<file path="src/bdef_pkg.sv">
package bdef_pkg;

    localparam int QUEUE_DEPTH = 16;
    localparam int CHANNELS    = 3;

    localparam int PTR_W    = $clog2(QUEUE_DEPTH);
    localparam int CNT_W    = $clog2(QUEUE_DEPTH + 1);
    localparam int LOST_W   = $clog2(CHANNELS + 1);
    localparam int TIME_W   = 32;
    localparam int PIN_W    = 3;
    localparam int BUTTON_W = 2;
    localparam int PEND_W   = 5;
    localparam int DROP_W   = 2;
    localparam int CFG_W    = 16;

    localparam logic [CFG_W-1:0] DEBOUNCE_RESET = 16'd50;

    typedef enum logic
    {
        CMD_SAMPLE = 1'b0,
        CMD_POP    = 1'b1
    } cmd_t;

    typedef logic [CHANNELS-1:0] chan_vec_t;

    typedef struct packed
    {
        logic [BUTTON_W-1:0] button;
        logic                pressed;
    } event_t;

endpackage

</file>
<file path="src/bdef_in_if.sv">
interface bdef_in_if;

    logic                             valid;
    logic                             ready;
    logic                             cmd;
    logic [bdef_pkg::TIME_W-1:0]      now_ms;
    logic [bdef_pkg::PIN_W-1:0]       pin_levels;

    modport source (output valid, output cmd, output now_ms, output pin_levels, input ready);
    modport sink   (input valid, input cmd, input now_ms, input pin_levels, output ready);

endinterface

</file>
<file path="src/bdef_out_if.sv">
interface bdef_out_if;

    logic                             valid;
    logic                             ready;
    logic                             event_valid;
    logic [bdef_pkg::BUTTON_W-1:0]    event_button;
    logic                             event_pressed;
    logic [bdef_pkg::PEND_W-1:0]      pending;
    logic [bdef_pkg::DROP_W-1:0]      dropped;

    modport source (output valid, output event_valid, output event_button,
                    output event_pressed, output pending, output dropped, input ready);
    modport sink   (input valid, input event_valid, input event_button,
                    input event_pressed, input pending, input dropped, output ready);

endinterface

</file>
<file path="src/button_debounce_event_fifo.sv">
// Path: a word accepted on req goes to the input register, then its result to
// the result register, which drives rsp; a stall on rsp can hold both.
// Throughput: one word per cycle while rsp is ready; input and result registers
// are separately handshaked; a word enters while a result waits if s1 is free.
// Reset (rst_n, async, active low): buttons released, agree times zero,
// queue empty, debounce threshold 50 ms. Queue contents are not cleared.
module button_debounce_event_fifo
(
    input  logic                          clk,
    input  logic                          rst_n,
    bdef_in_if.sink                       req,
    bdef_out_if.source                    rsp,
    input  logic                          cfg_wr_en,
    input  logic [bdef_pkg::CFG_W-1:0]    cfg_wr_data
);

    localparam int CH  = bdef_pkg::CHANNELS;
    localparam int QD  = bdef_pkg::QUEUE_DEPTH;
    localparam int PW  = bdef_pkg::PTR_W;
    localparam int CW  = bdef_pkg::CNT_W;
    localparam int TW  = bdef_pkg::TIME_W;

    function automatic logic [PW-1:0] next_ptr(input logic [PW-1:0] p);
        logic [PW-1:0] r;
        if (p == PW'(QD - 1))
        begin
            r = '0;
        end
        else
        begin
            r = p + PW'(1);
        end
        return r;
    endfunction

    logic [bdef_pkg::CFG_W-1:0]    debounce_reg;

    logic                          s1_valid_reg;
    logic                          s1_cmd_reg;
    logic [TW-1:0]                 s1_now_reg;
    logic [bdef_pkg::PIN_W-1:0]    s1_pins_reg;

    logic [CH-1:0]                 acc_reg;
    logic [CH-1:0]                 acc_next;
    logic [TW-1:0]                 agree_reg  [CH];
    logic [TW-1:0]                 agree_next [CH];

    bdef_pkg::event_t              store_reg [QD];
    logic [PW-1:0]                 rd_ptr_reg;
    logic [PW-1:0]                 rd_ptr_next;
    logic [PW-1:0]                 wr_ptr_reg;
    logic [PW-1:0]                 wr_ptr_next;
    logic [CW-1:0]                 fill_reg;
    logic [CW-1:0]                 fill_next;

    logic                          out_valid_reg;
    logic                          out_ev_valid_reg;
    bdef_pkg::event_t              out_ev_reg;
    logic [bdef_pkg::PEND_W-1:0]   out_pending_reg;
    logic [bdef_pkg::DROP_W-1:0]   out_dropped_reg;

    logic                          s2_ready;
    logic                          s1_fire;
    logic                          in_fire;

    logic [CH-1:0]                 we;
    logic [PW-1:0]                 waddr [CH];
    bdef_pkg::event_t              wdata [CH];
    logic [bdef_pkg::LOST_W-1:0]   lost;
    logic                          ev_valid;
    bdef_pkg::chan_vec_t           pins_ext;
    logic                          level;
    logic [TW-1:0]                 elapsed;

    assign s2_ready  = !out_valid_reg || rsp.ready;
    assign s1_fire   = s1_valid_reg && s2_ready;
    assign req.ready = !s1_valid_reg || s2_ready;
    assign in_fire   = req.valid && req.ready;

    // absent pins (more channels than pins) read as pressed
    assign pins_ext = bdef_pkg::chan_vec_t'(s1_pins_reg);

    always_comb
    begin
        acc_next    = acc_reg;
        agree_next  = agree_reg;
        rd_ptr_next = rd_ptr_reg;
        wr_ptr_next = wr_ptr_reg;
        fill_next   = fill_reg;
        we          = '0;
        lost        = '0;
        ev_valid    = 1'b0;
        level       = 1'b0;
        elapsed     = '0;
        for (int ch = 0; ch < CH; ch++)
        begin
            waddr[ch] = '0;
            wdata[ch] = '0;
        end
        if (s1_cmd_reg == bdef_pkg::CMD_SAMPLE)
        begin
            for (int ch = 0; ch < CH; ch++)
            begin
                level   = !pins_ext[ch];
                elapsed = s1_now_reg - agree_reg[ch];
                if (level == acc_reg[ch])
                begin
                    agree_next[ch] = s1_now_reg;
                end
                else if (elapsed >= TW'(debounce_reg))
                begin
                    acc_next[ch]   = level;
                    agree_next[ch] = s1_now_reg;
                    if (fill_next < CW'(QD))
                    begin
                        we[ch]            = 1'b1;
                        waddr[ch]         = wr_ptr_next;
                        wdata[ch].button  = bdef_pkg::BUTTON_W'(ch);
                        wdata[ch].pressed = level;
                        wr_ptr_next       = next_ptr(wr_ptr_next);
                        fill_next         = fill_next + CW'(1);
                    end
                    else
                    begin
                        lost = lost + bdef_pkg::LOST_W'(1);
                    end
                end
            end
        end
        else if (fill_reg != '0)
        begin
            ev_valid    = 1'b1;
            rd_ptr_next = next_ptr(rd_ptr_reg);
            fill_next   = fill_reg - CW'(1);
        end
    end

    always_ff @(posedge clk or negedge rst_n)
    begin
        if (!rst_n)
        begin
            debounce_reg  <= bdef_pkg::DEBOUNCE_RESET;
            s1_valid_reg  <= 1'b0;
            out_valid_reg <= 1'b0;
            acc_reg       <= '0;
            rd_ptr_reg    <= '0;
            wr_ptr_reg    <= '0;
            fill_reg      <= '0;
            for (int ch = 0; ch < CH; ch++)
            begin
                agree_reg[ch] <= '0;
            end
        end
        else
        begin
            if (cfg_wr_en)
            begin
                debounce_reg <= cfg_wr_data;
            end
            if (req.ready)
            begin
                s1_valid_reg <= req.valid;
            end
            if (s2_ready)
            begin
                out_valid_reg <= s1_valid_reg;
            end
            if (s1_fire)
            begin
                acc_reg    <= acc_next;
                agree_reg  <= agree_next;
                rd_ptr_reg <= rd_ptr_next;
                wr_ptr_reg <= wr_ptr_next;
                fill_reg   <= fill_next;
            end
        end
    end

    always_ff @(posedge clk)
    begin
        if (in_fire)
        begin
            s1_cmd_reg  <= req.cmd;
            s1_now_reg  <= req.now_ms;
            s1_pins_reg <= req.pin_levels;
        end
        if (s1_fire)
        begin
            out_ev_valid_reg <= ev_valid;
            out_ev_reg       <= ev_valid ? store_reg[rd_ptr_reg] : '0;
            out_pending_reg  <= bdef_pkg::PEND_W'(fill_next);
            out_dropped_reg  <= bdef_pkg::DROP_W'(lost);
            for (int ch = 0; ch < CH; ch++)
            begin
                if (we[ch])
                begin
                    store_reg[waddr[ch]] <= wdata[ch];
                end
            end
        end
    end

    assign rsp.valid         = out_valid_reg;
    assign rsp.event_valid   = out_ev_valid_reg;
    assign rsp.event_button  = out_ev_reg.button;
    assign rsp.event_pressed = out_ev_reg.pressed;
    assign rsp.pending       = out_pending_reg;
    assign rsp.dropped       = out_dropped_reg;

    a_fill_bound: assert property (@(posedge clk) disable iff (!rst_n)
        fill_reg <= CW'(QD))
        else $error("queue fill count exceeds depth");

    a_ptr_align: assert property (@(posedge clk) disable iff (!rst_n)
        (fill_reg == '0 || fill_reg == CW'(QD)) |-> (rd_ptr_reg == wr_ptr_reg))
        else $error("queue pointers disagree with fill count");

    a_drop_only_full: assert property (@(posedge clk) disable iff (!rst_n)
        (s1_fire && lost != '0) |-> (fill_next == CW'(QD)))
        else $error("event dropped while queue had room");

    a_drop_not_pop: assert property (@(posedge clk) disable iff (!rst_n)
        (out_valid_reg && out_dropped_reg != '0) |-> !out_ev_valid_reg)
        else $error("dropped count on a pop result");

endmodule
</file>
<file path="src/flat_wrapper.sv">
// flat-port wrapper written by rule: the top's interface ports become plain ports
module button_debounce_event_fifo_flat 
  (clk, rst_n, cfg_wr_en, cfg_wr_data, req_valid, req_cmd, req_now_ms, req_pin_levels, req_ready, rsp_valid, rsp_event_valid, rsp_event_button, rsp_event_pressed, rsp_pending, rsp_dropped, rsp_ready);
  bdef_in_if req_i ();
  bdef_out_if rsp_i ();
  input  logic clk;
  input  logic rst_n;
  input  logic cfg_wr_en;
  input  logic [bdef_pkg::CFG_W-1:0] cfg_wr_data;
  input wire logic [$bits(req_i.valid)-1:0] req_valid;
  input wire logic [$bits(req_i.cmd)-1:0] req_cmd;
  input wire logic [$bits(req_i.now_ms)-1:0] req_now_ms;
  input wire logic [$bits(req_i.pin_levels)-1:0] req_pin_levels;
  output wire logic [$bits(req_i.ready)-1:0] req_ready;
  output wire logic [$bits(rsp_i.valid)-1:0] rsp_valid;
  output wire logic [$bits(rsp_i.event_valid)-1:0] rsp_event_valid;
  output wire logic [$bits(rsp_i.event_button)-1:0] rsp_event_button;
  output wire logic [$bits(rsp_i.event_pressed)-1:0] rsp_event_pressed;
  output wire logic [$bits(rsp_i.pending)-1:0] rsp_pending;
  output wire logic [$bits(rsp_i.dropped)-1:0] rsp_dropped;
  input wire logic [$bits(rsp_i.ready)-1:0] rsp_ready;
  assign req_i.valid = req_valid;
  assign req_i.cmd = req_cmd;
  assign req_i.now_ms = req_now_ms;
  assign req_i.pin_levels = req_pin_levels;
  assign req_ready = req_i.ready;
  assign rsp_valid = rsp_i.valid;
  assign rsp_event_valid = rsp_i.event_valid;
  assign rsp_event_button = rsp_i.event_button;
  assign rsp_event_pressed = rsp_i.event_pressed;
  assign rsp_pending = rsp_i.pending;
  assign rsp_dropped = rsp_i.dropped;
  assign rsp_i.ready = rsp_ready;
  button_debounce_event_fifo u_core (.clk(clk), .rst_n(rst_n), .req(req_i), .rsp(rsp_i), .cfg_wr_en(cfg_wr_en), .cfg_wr_data(cfg_wr_data));
endmodule
</file>
<file path="config.mk">
export PLATFORM = sky130hd
export DESIGN_NAME = button_debounce_event_fifo_flat
export DESIGN_NICKNAME = d
export VERILOG_FILES = /design/src/bdef_pkg.sv /design/src/bdef_in_if.sv /design/src/bdef_out_if.sv /design/src/button_debounce_event_fifo.sv /design/src/flat_wrapper.sv
export SDC_FILE = /design/constraint.sdc
export NUM_CORES = 1
export LEC_CHECK = 0
export ABC_CLOCK_PERIOD_IN_PS = 7500
export BUFFER_PORTS_ARGS = -buffer_cell sky130_fd_sc_hd__buf_2
export CAP_MARGIN = 25
export CORE_UTILIZATION = 60
export DETAILED_ROUTE_END_ITERATION = 10
export PLACE_DENSITY = 0.78
export SLEW_MARGIN = 25
export SYNTH_ARGS = -nofsm -noshare
export SYNTH_HDL_FRONTEND = slang
export SYNTH_SLANG_ARGS = --single-unit
</file>
<file path="constraint.sdc">
create_clock -name clk -period 7.5 [get_ports clk]
set_clock_uncertainty 0.15 [all_clocks]
set_input_delay 0.75 -clock clk [delete_from_list [all_inputs] [get_ports clk]]
set_output_delay 0.75 -clock clk [all_outputs]
set_load 0.005 [all_outputs]
</file>
==> flow_metrics.py, run 1 <==
metrics = {
    "status": {
        "outcome": "complete, no violations",
    },
    "detailed_routing": {
        "postRouteAntennaNets": 0,
        "drtPass1Iterations": 8,
        "viasPerCell": 6.24,
        "vias": 14962,
        "post_drt_wl_per_cell_um": 19.7,
        "wl_um": 47100,
        "drtIter0Drc": 1308,
        "drc_errors": 0,
    },
    "yosys": {
        "synthCells": 1945,
        "async_flop_share_pct": 57.8,
        "syn_avg_cell_area_um2": 8.91,
        "synth_edf_count": 79,
        "yosys.cell_types.count": 99,
        "ys_warn_count": 0,
        "ys_seq_elements": 225,
        "syn-cell-area_mm2": 0.0173,
        "ys.flop_type": "dfrtp_1",
        "ys_seq_area_share_pct": 34.3,
        "synth_nets": 2156,
    },
    "timing": {
        "setup_viol": 0,
        "timing.final.ws_setup_ps": 392,
        "whs_ps": 23.7,
        "fmax_mhz": 141,
        "fin_crit_ps": 7110,
        "finalCritPeriodShare_pct": 94.8,
        "final_hold_viol_count": 0,
        "drv_slew": 0,
        "relSlewSlack_pct": 31.9,
        "tightestPinTransition_ps": 1020,
    },
    "job": {
        "max_cap_violations": 0,
    },
    "power": {
        "power_uw": 6220,
        "power_density_mw_per_mm2": 326,
        "power.static_leakage_uw": 0.00830,
        "peakVddDrop_mv": 0.216,
    },
    "die": {
        "die_w_um": 172,
        "pin_count": 70,
        "initial_core_util_pct": 61.7,
        "die_height_um": 172,
        "core-area_mm2": 0.0281,
        "dieArea_mm2": 0.0296,
        "fp-row-count": 61,
    },
    "clock_tree": {
        "clockRootBuffer": "clkbuf_16",
        "insertion_delay_ps": 550,
        "cts_max_level": 1,
        "cts_max_path_buffers": 3,
        "cts_tree": "built",
        "cts.clk_slew.worst_paths_ps": 70,
        "cts_sinks": 225,
        "cts_buffers": 26,
    },
    "worst_hold_path": {
        "hp-class": "input port to async pin",
    },
    "cells_and_area": {
        "postLayoutCoreUtil_pct": 67.9,
        "drive_gt1_share_pct": 12.4,
        "largest_reg_flops": 96,
        "finalInstanceArea_mm2": 0.0191,
        "n_antenna_cell": 0,
        "fillers": 2370,
        "area.growth.synth_to_final_pct": 10.1,
        "final_nets": 2209,
    },
    "global_routing": {
        "grt_max_degree": 67,
        "grt.total_usage_pct": 32.6,
        "grt_pass1_vias": 14873,
        "antenna_found_initial": 0,
        "overflow": 0,
        "grt_pass1_wl_um": 75700,
    },
    "worst_setup_path": {
        "worst-path-buf-inv": 0,
        "arrival_ps": 7230,
        "cp-start-kind": "flip-flop",
        "worst_setup_path_end_kind": "flip-flop",
        "worstPathMaxFanout": 6,
        "cpPeakStageDelay_ps": 480,
        "cp_slowest_cell": "or4_1",
        "cp_num_cells": 30,
        "critPathKind": "flip-flop to flip-flop",
        "worstRegToRegCells": 30,
        "crit_required_ps": 7620,
        "cpLargestDelayFamily": "simple AND/OR/NAND/NOR gates",
    },
    "place": {
        "dp_hpwl_um": 36300,
        "preCtsSetupSlack_ps": 313,
        "port-buffer-count": 69,
        "place_area_mm2": 0.0181,
        "routabilityCongestion": 0.968,
    },
}
cells in the mapped netlist, types with 37 or more instances:
library cell    n  area, um2
dfrtp_1       127       3180
clkbuf_1       50        188
nand2_1       221        830
nand3_1        42        210
nand4_1        37        231
xnor2_1        47        412
edfxtp_1       79       2370
a21oi_1       146        731
o21ai_0       183        916
mux2_2         43        484
inv_1         161        604
ha_1          151       1890
nor2_1         93        349
mux2i_1        50        500
cell type report:
| class | instances | area [um2] | share of cell area [%] |
|---|---|---|---|
| Inverter | 162 | 608 | 3.19 |
| Timing Repair Buffer | 99 | 589 | 3.09 |
| Sequential cell | 225 | 5950 | 31.2 |
| Clock buffer | 36 | 769 | 4.03 |
| Tap cell | 378 | 473 | 2.48 |
| Multi-Input combinational cell | 1484 | 10500 | 55.2 |
| Clock inverter | 12 | 155 | 0.813 |
cell usage in the layout (no fill, tap or decap), types with 50 or more instances in the layout:
cell type  Yosys  routed
buf_2         16      68
inv_1        161     161
mux2i_1       50      50
a21oi_1      146     144
dfrtp_1      127     127
edfxtp_1      79      79
nand2_1      221     221
ha_1         151     151
nor2_1        93      93
o21ai_0      183     181
routing by layer:
layer,global-route usage [%],share of wire (%)
met1,40.6,42
met4,14.4,4.7
met5,0,0
met3,4.26,5.3
met2,56.6,48
path summary, 6_finish.rpt:
check | from | end | slack [ps]
setup / recovery | u_core.s1_now_reg[4]$_DFFE_PP_ | u_core.store_reg[0][0]$_DFFE_PP_ | 390
hold / removal | rst_n | u_core.rsp.valid$_DFFE_PN0P_ | 20
setup reg to reg | u_core.s1_now_reg[4]$_DFFE_PP_ | u_core.store_reg[0][0]$_DFFE_PP_ | 390
hold reg to reg | u_core.store_reg[6][1]$_SDFFE_PP0P_ | u_core.store_reg[6][1]$_SDFFE_PP0P_ | 310
max in group asynchronous | rst_n | u_core.agree_reg[41]$_DFFE_PN0P_ | 5860
min in group clk | req_now_ms[29] | u_core.s1_now_reg[29]$_DFFE_PP_ | 230
power by group:
| part | switching [uW] | internal (uW) |
|---|---|---|
| combinational | 1860 | 1300 |
| clock | 527 | 822 |
| sequential | 202 | 1510 |
| total | 2590 | 3630 |
stage by stage:
step           TNS (ps)  std cells
6_report              0       2396
5_1_grt            -274       2396
4_1_cts               0       2395
3_5_place_dp          0       2347
3_3_place_gp          0       2347
2_1_floorplan         0       1945
logic make-up (layout without fill, tap and decap cells):
kind of cell | after synthesis | after routing | share of synthesized area (%)
AND/OR/NAND/NOR | 589 | 589 | 17.3
AO/OA/AOI/OAI | 551 | 551 | 19.7
buffers and inverters | 236 | 309 | 5.41
flip-flops | 225 | 225 | 34.3
adder cells (fa/ha/maj) | 154 | 154 | 11.3
multiplexers | 110 | 110 | 7.81
XOR/XNOR | 80 | 80 | 4.18
what timing repair did:
item	4_1_cts	5_1_grt
hold buffers	0	0
setup buffers	0	1
endpoints found under the setup margin	0	36
gates resized for setup	0	11
No activity file was read; power rests on OpenSTA's default activity.
==> inputs of run 2 (changes only) <==
CELL_PAD_IN_SITES_DETAIL_PLACEMENT = 0   (was not set)
CELL_PAD_IN_SITES_GLOBAL_PLACEMENT = 1   (was not set)
CORE_UTILIZATION = 49   (was 60)
PLACE_DENSITY = 0.81   (was 0.78)
==> run 2 against run 1 <==
Effect of this change:
- combinational power is 3% lower
- setup slack improved by 89 ps
- clock-buffer cell count increased by 8
- die area increased by 22%
- worst hold slack improved by 1.9 ps
- sequential power hardly changed
- cell area increased by 0.35%
- first-iteration DRC count decreased by 26%
- register-to-register slack improved by 90 ps
- sequential share of layout area fell by 0.11 points
- critical path depth is 1 lower
==> flow_metrics.py, run 2 (synthesis results as in run 1) <==
metrics = {
    "status": {
        "outcome": "complete, no violations",
    },
    "die": {
        "dieArea_mm2": 0.0361,
        "die_height_um": 190,
        "pin_count": 70,
        "core-area_mm2": 0.0346,
        "initial_core_util_pct": 50.0,
        "fp-row-count": 68,
        "die_w_um": 190,
    },
    "clock_tree": {
        "cts_hold_buf": 0,
        "cts_tree": "built",
        "clockRootBuffer": "clkbuf_16",
        "cts_sinks": 225,
        "insertion_delay_ps": 560,
        "cts_buffers": 28,
        "cts_max_level": 1,
        "cts_max_path_buffers": 3,
        "cts.clk_slew.worst_paths_ps": 60,
    },
    "worst_setup_path": {
        "worst_setup_path_end_kind": "flip-flop",
        "cp-start-kind": "flip-flop",
        "cp_slowest_cell": "edfxtp_1",
        "arrival_ps": 7150,
        "critPathKind": "flip-flop to flip-flop",
        "cpPeakStageDelay_ps": 510,
        "crit_required_ps": 7630,
        "worstPathMaxFanout": 10,
        "startpoint": "u_core.s1_now_reg[1]$_DFFE_PP_",
        "reg2reg_from": "u_core.s1_now_reg[1]$_DFFE_PP_",
    },
    "power": {
        "clkPwrFrac_pct": 21.3,
        "pwr-share-seq_pct": 28.1,
        "power_frac_comb_pct": 50.6,
        "peakVddDrop_mv": 0.235,
        "power.static_leakage_uw": 0.00828,
        "p_sw_share_pct": 41.7,
        "power_density_mw_per_mm2": 318,
        "p_switching_uw": 2540,
        "power.internal_uw": 3550,
    },
    "job": {
        "max_cap_violations": 0,
    },
    "worst_hold_path": {
        "hp-class": "input port to async pin",
    },
    "place": {
        "dp_hpwl_um": 37900,
        "dp.cells": 2428,
        "port-buffer-count": 69,
        "routabilityCongestion": 0.931,
    },
    "timing": {
        "whs_ps": 25.6,
        "finalCritPeriodShare_pct": 93.6,
        "final_hold_viol_count": 0,
        "rsz0062_at_grt": "no",
        "fmax_mhz": 142,
        "relSlewSlack_pct": 38.0,
        "drv_slew": 0,
        "finalSetupTns_ps": 0,
        "fin_crit_ps": 7020,
        "tightestPinTransition_ps": 928,
        "setup_viol": 0,
    },
    "global_routing": {
        "antenna_found_initial": 0,
        "grt_pass1_wl_um": 77300,
        "grt.total_usage_pct": 27.2,
        "grt_pass1_vias": 14287,
        "overflow": 0,
        "grt_max_degree": 75,
    },
    "cells_and_area": {
        "n_antenna_cell": 0,
        "fillers": 3123,
        "area.growth.synth_to_final_pct": 10.5,
        "mostFrequentLayoutCell": "nand2_1",
        "final_nets": 2217,
        "layout_common_cells": "221 x nand2_1, 181 x o21ai_0, 161 x inv_1",
        "fin_cells": 2482,
        "drive_gt1_share_pct": 12.4,
        "largest_reg_flops": 96,
    },
    "detailed_routing": {
        "post_drt_wl_per_cell_um": 19.6,
        "wl_um": 48600,
        "drtIter0Drc": 968,
        "viasPerCell": 5.96,
        "vias": 14796,
        "drtPass1Iterations": 8,
        "drc_errors": 0,
        "postRouteAntennaNets": 0,
    },
}
[run 2: what timing repair did]
item	CTS	global route
setup endpoints to repair	0	37
setup buffers	0	2
resized for setup	0	9
[run 2: final timing paths]
path,slack [ps],endpoint,depth (start not counted)
hold reg to reg,310,u_core.store_reg[7][1]$_SDFFE_PP0P_,2
max in group asynchronous,6070,u_core.agree_reg[75]$_DFFE_PN0P_,2
setup / recovery,480,u_core.store_reg[5][2]$_SDFFCE_PN0P_,29
min in group clk,210,u_core.pins_ext[2]$_DFFE_PP_,1
hold / removal,30,u_core.rsp.valid$_DFFE_PN0P_,1
setup reg to reg,480,u_core.store_reg[5][2]$_SDFFCE_PN0P_,29
[run 2: final cells by class]
type / count / area, um2 / share of cell area [%]
Clock buffer: 44 / 833 / 4.35
Clock inverter: 7 / 50.0 / 0.261
Inverter: 162 / 608 / 3.18
Multi-Input combinational cell: 1484 / 10500 / 54.9
Sequential cell: 225 / 5950 / 31.1
Tap cell: 455 / 569 / 2.97
Timing Repair Buffer: 105 / 626 / 3.27
[run 2: power by group through the flow]
stage	Combinational, uW	Sequential, uW	Clock (uW)
finish	3080	1710	1300
CTS	3030	1710	1330
detailed placement	3010	1730	0
global placement	2980	1730	0
floorplan	2370	1620	0
global route	3420	1740	1370
[run 2: stage by stage]
step / cell area, um2 / worst slack, ps / util, % / total power [uW]
after floorplan: 17300 / 866 / - / 4000
after global placement: 18200 / 454 / 52.5 / 4710
after detailed placement: 18200 / 311 / 52.5 / 4740
after CTS: 19100 / 272 / 55.1 / 6070
after global routing: 19100 / 32.5 / 55.3 / 6530
final: 19100 / 481 / 55.3 / 6080
[run 2: routing by layer]
metal  share of wire, %  GRT usage, %  vias to the layer above
met5                  0             0                        -
met4                2.4          7.54                        0
met3                5.6          3.10                       76
met2                 45          43.9                      437
met1                 47          38.3                     7083
li1                   -             -                     7200
[run 2: worst max-delay path, delay by kind of cell (launching register included)]
| family | cells | cell delay, ps |
|---|---|---|
| adder cells (fa/ha/maj) | 3 | 880 |
| AO/OA/AOI/OAI | 10 | 1940 |
| buffers and inverters | 1 | 200 |
| XOR/XNOR | 1 | 170 |
| flip-flops | 1 | 510 |
| AND/OR/NAND/NOR | 14 | 2870 |
==> inputs of run 3 (changes only) <==
CORE_ASPECT_RATIO = 1.4   (was not set)
==> run 3 against run 2 <==
Effect of this change:
- total power increased by 2.1%
- clock-buffer cell count is 17 lower
- critical endpoint is now u_core.store_reg[12][0]$_DFFE_PP_
- first-iteration DRC count shrank 9.9%
- non-clock buffer count grew 11
- largest power group unchanged
- largest cell class unchanged
==> flow_metrics.py, run 3 (synthesis results as in run 1) <==
metrics = {
    "power": {
        "power.static_leakage_uw": 0.00835,
        "power_uw": 6210,
        "power_density_mw_per_mm2": 323,
        "peakVddDrop_mv": 0.180,
    },
    "clock_tree": {
        "cts.clk_slew.worst_paths_ps": 70,
        "insertion_delay_ps": 560,
        "cts_tree": "built",
        "cts_max_path_buffers": 3,
        "cts_sinks": 225,
        "cts_hold_buf": 0,
        "cts_max_level": 1,
        "clockRootBuffer": "clkbuf_16",
        "cts_buffers": 25,
    },
    "die": {
        "die_height_um": 224,
        "pin_count": 70,
        "die_w_um": 161,
        "fp-row-count": 81,
        "core-area_mm2": 0.0349,
        "initial_core_util_pct": 49.7,
        "dieArea_mm2": 0.0361,
    },
    "cells_and_area": {
        "finalInstanceArea_mm2": 0.0192,
        "multi_input_area_mm2": 0.0105,
        "mostFrequentLayoutCell": "nand2_1",
        "n_antenna_cell": 0,
        "largest_reg_flops": 96,
        "final_nets": 2225,
        "layout_common_cells": "221 x nand2_1, 183 x o21ai_0, 161 x inv_1",
        "area.growth.synth_to_final_pct": 11.0,
        "fillers": 3257,
        "fin_cells": 2489,
        "seq_area_mm2": 0.00595,
        "drive_gt1_share_pct": 13.0,
    },
    "job": {
        "max_cap_violations": 0,
    },
    "timing": {
        "fin_crit_ps": 7050,
        "final_hold_viol_count": 0,
        "tightestPinTransition_ps": 936,
        "finalCritPeriodShare_pct": 94.0,
        "fmax_mhz": 142,
        "setup_viol": 0,
        "relSlewSlack_pct": 37.6,
        "drv_slew": 0,
    },
    "detailed_routing": {
        "postRouteAntennaNets": 0,
        "vias": 14709,
        "drtIter0Drc": 872,
        "post_drt_wl_per_cell_um": 20.7,
        "drc_errors": 0,
        "wl_um": 51500,
        "viasPerCell": 5.91,
        "drtPass1Iterations": 5,
    },
    "worst_setup_path": {
        "cp-start-kind": "flip-flop",
        "r2r-end": "u_core.store_reg[12][0]$_DFFE_PP_",
        "arrival_ps": 7140,
        "reg2reg_setup_slack_ps": 450,
        "worstRegToRegCells": 30,
        "worstPathMaxFanout": 5,
        "cpPeakStageDelay_ps": 510,
        "cp_slowest_cell": "or4_1",
        "critPathKind": "flip-flop to flip-flop",
        "crit_required_ps": 7590,
        "worst_setup_path_end_kind": "flip-flop",
        "reg2reg_from": "u_core.s1_now_reg[4]$_DFFE_PP_",
    },
    "place": {
        "place_area_mm2": 0.0183,
        "port-buffer-count": 69,
        "routabilityCongestion": 0.951,
        "dp.cells": 2442,
        "dp_hpwl_um": 40900,
    },
    "worst_hold_path": {
        "hp-class": "input port to async pin",
    },
    "global_routing": {
        "antenna_found_initial": 0,
        "overflow": 0,
        "grt.total_usage_pct": 28.7,
        "grt_pass1_wl_um": 80700,
        "grt_max_degree": 91,
        "grt_pass1_vias": 14838,
    },
    "status": {
        "outcome": "complete, no violations",
    },
}
-- run 3: changes by cell type in the layout (fill, tap and decap cells not counted), sizes merged --
cell	change
clkinv	+2
clkbuf	-17
buf	+11
bufinv	+5
inv	+3
clkinvlp	+2
-- run 3: repair_timing --
item	in CTS	in global routing
endpoints found under the hold margin	0	0
gates resized for setup	0	6
buffers inserted	0	1
setup endpoints to repair	0	37
-- run 3: area by class of cell --
| cell class | instances | area share, % |
|---|---|---|
| multi-input cells | 1484 | 54.6 |
| flip-flops and latches | 225 | 30.9 |
| repair buffers | 116 | 3.66 |
| clock buffers | 27 | 3.34 |
| inverters | 162 | 3.16 |
| well taps | 456 | 2.97 |
| clock inverters | 19 | 1.29 |
-- run 3: worst max path at each step --
| stage | startpoint | slack [ps] | to |
|---|---|---|---|
| after floorplan | u_core.s1_now_reg[4]$_DFFE_PP_ | 870 | u_core.store_reg[12][0]$_DFFE_PP_ |
| after global placement | u_core.s1_now_reg[4]$_DFFE_PP_ | 380 | u_core.store_reg[13][2]$_SDFFCE_PN0P_ |
| after detailed placement | u_core.s1_now_reg[4]$_DFFE_PP_ | 330 | u_core.store_reg[13][0]$_DFFE_PP_ |
| after CTS | u_core.s1_now_reg[4]$_DFFE_PP_ | 270 | u_core.store_reg[13][0]$_DFFE_PP_ |
| after global routing | u_core.s1_now_reg[4]$_DFFE_PP_ | -70 | u_core.store_reg[8][2]$_SDFFCE_PN0P_ |
| final | u_core.s1_now_reg[4]$_DFFE_PP_ | 450 | u_core.store_reg[12][0]$_DFFE_PP_ |
-- run 3: routing by layer --
layer	global-route usage [%]	wire [um]
met1	29.6	18900
met2	56.2	28000
met3	2.14	1580
met4	15.9	2980
met5	0	0
-- run 3: worst max-delay path: cells and delay by family, from the launching register on --
kind,cells,cell delay [ps]
AOI/OAI and AO/OA,13,2320
xor gates and xnor gates,1,170
adders and majority gates,3,980
DFF,1,490
and+or+nand+nor,13,2620
-- run 3: power by group --
group | total, uW | internal (uW) | switching (uW)
logic | 3160 | 1300 | 1850
registers | 1720 | 1510 | 205
clock network | 1340 | 800 | 540
total | 6210 | 3610 | 2600
-- run 3: through the flow --
step / hold WS (ps) / util [%] / TNS (ps) / setup WS, ps
2_1_floorplan: 280 / - / 0 / 866
3_3_place_gp: 300 / 52.5 / 0 / 381
3_5_place_dp: 299 / 52.5 / 0 / 334
4_1_cts: 164 / 55.0 / 0 / 268
5_1_grt: 166 / 55.2 / -485 / -69.5
6_report: 89.3 / 55.2 / 0 / 452
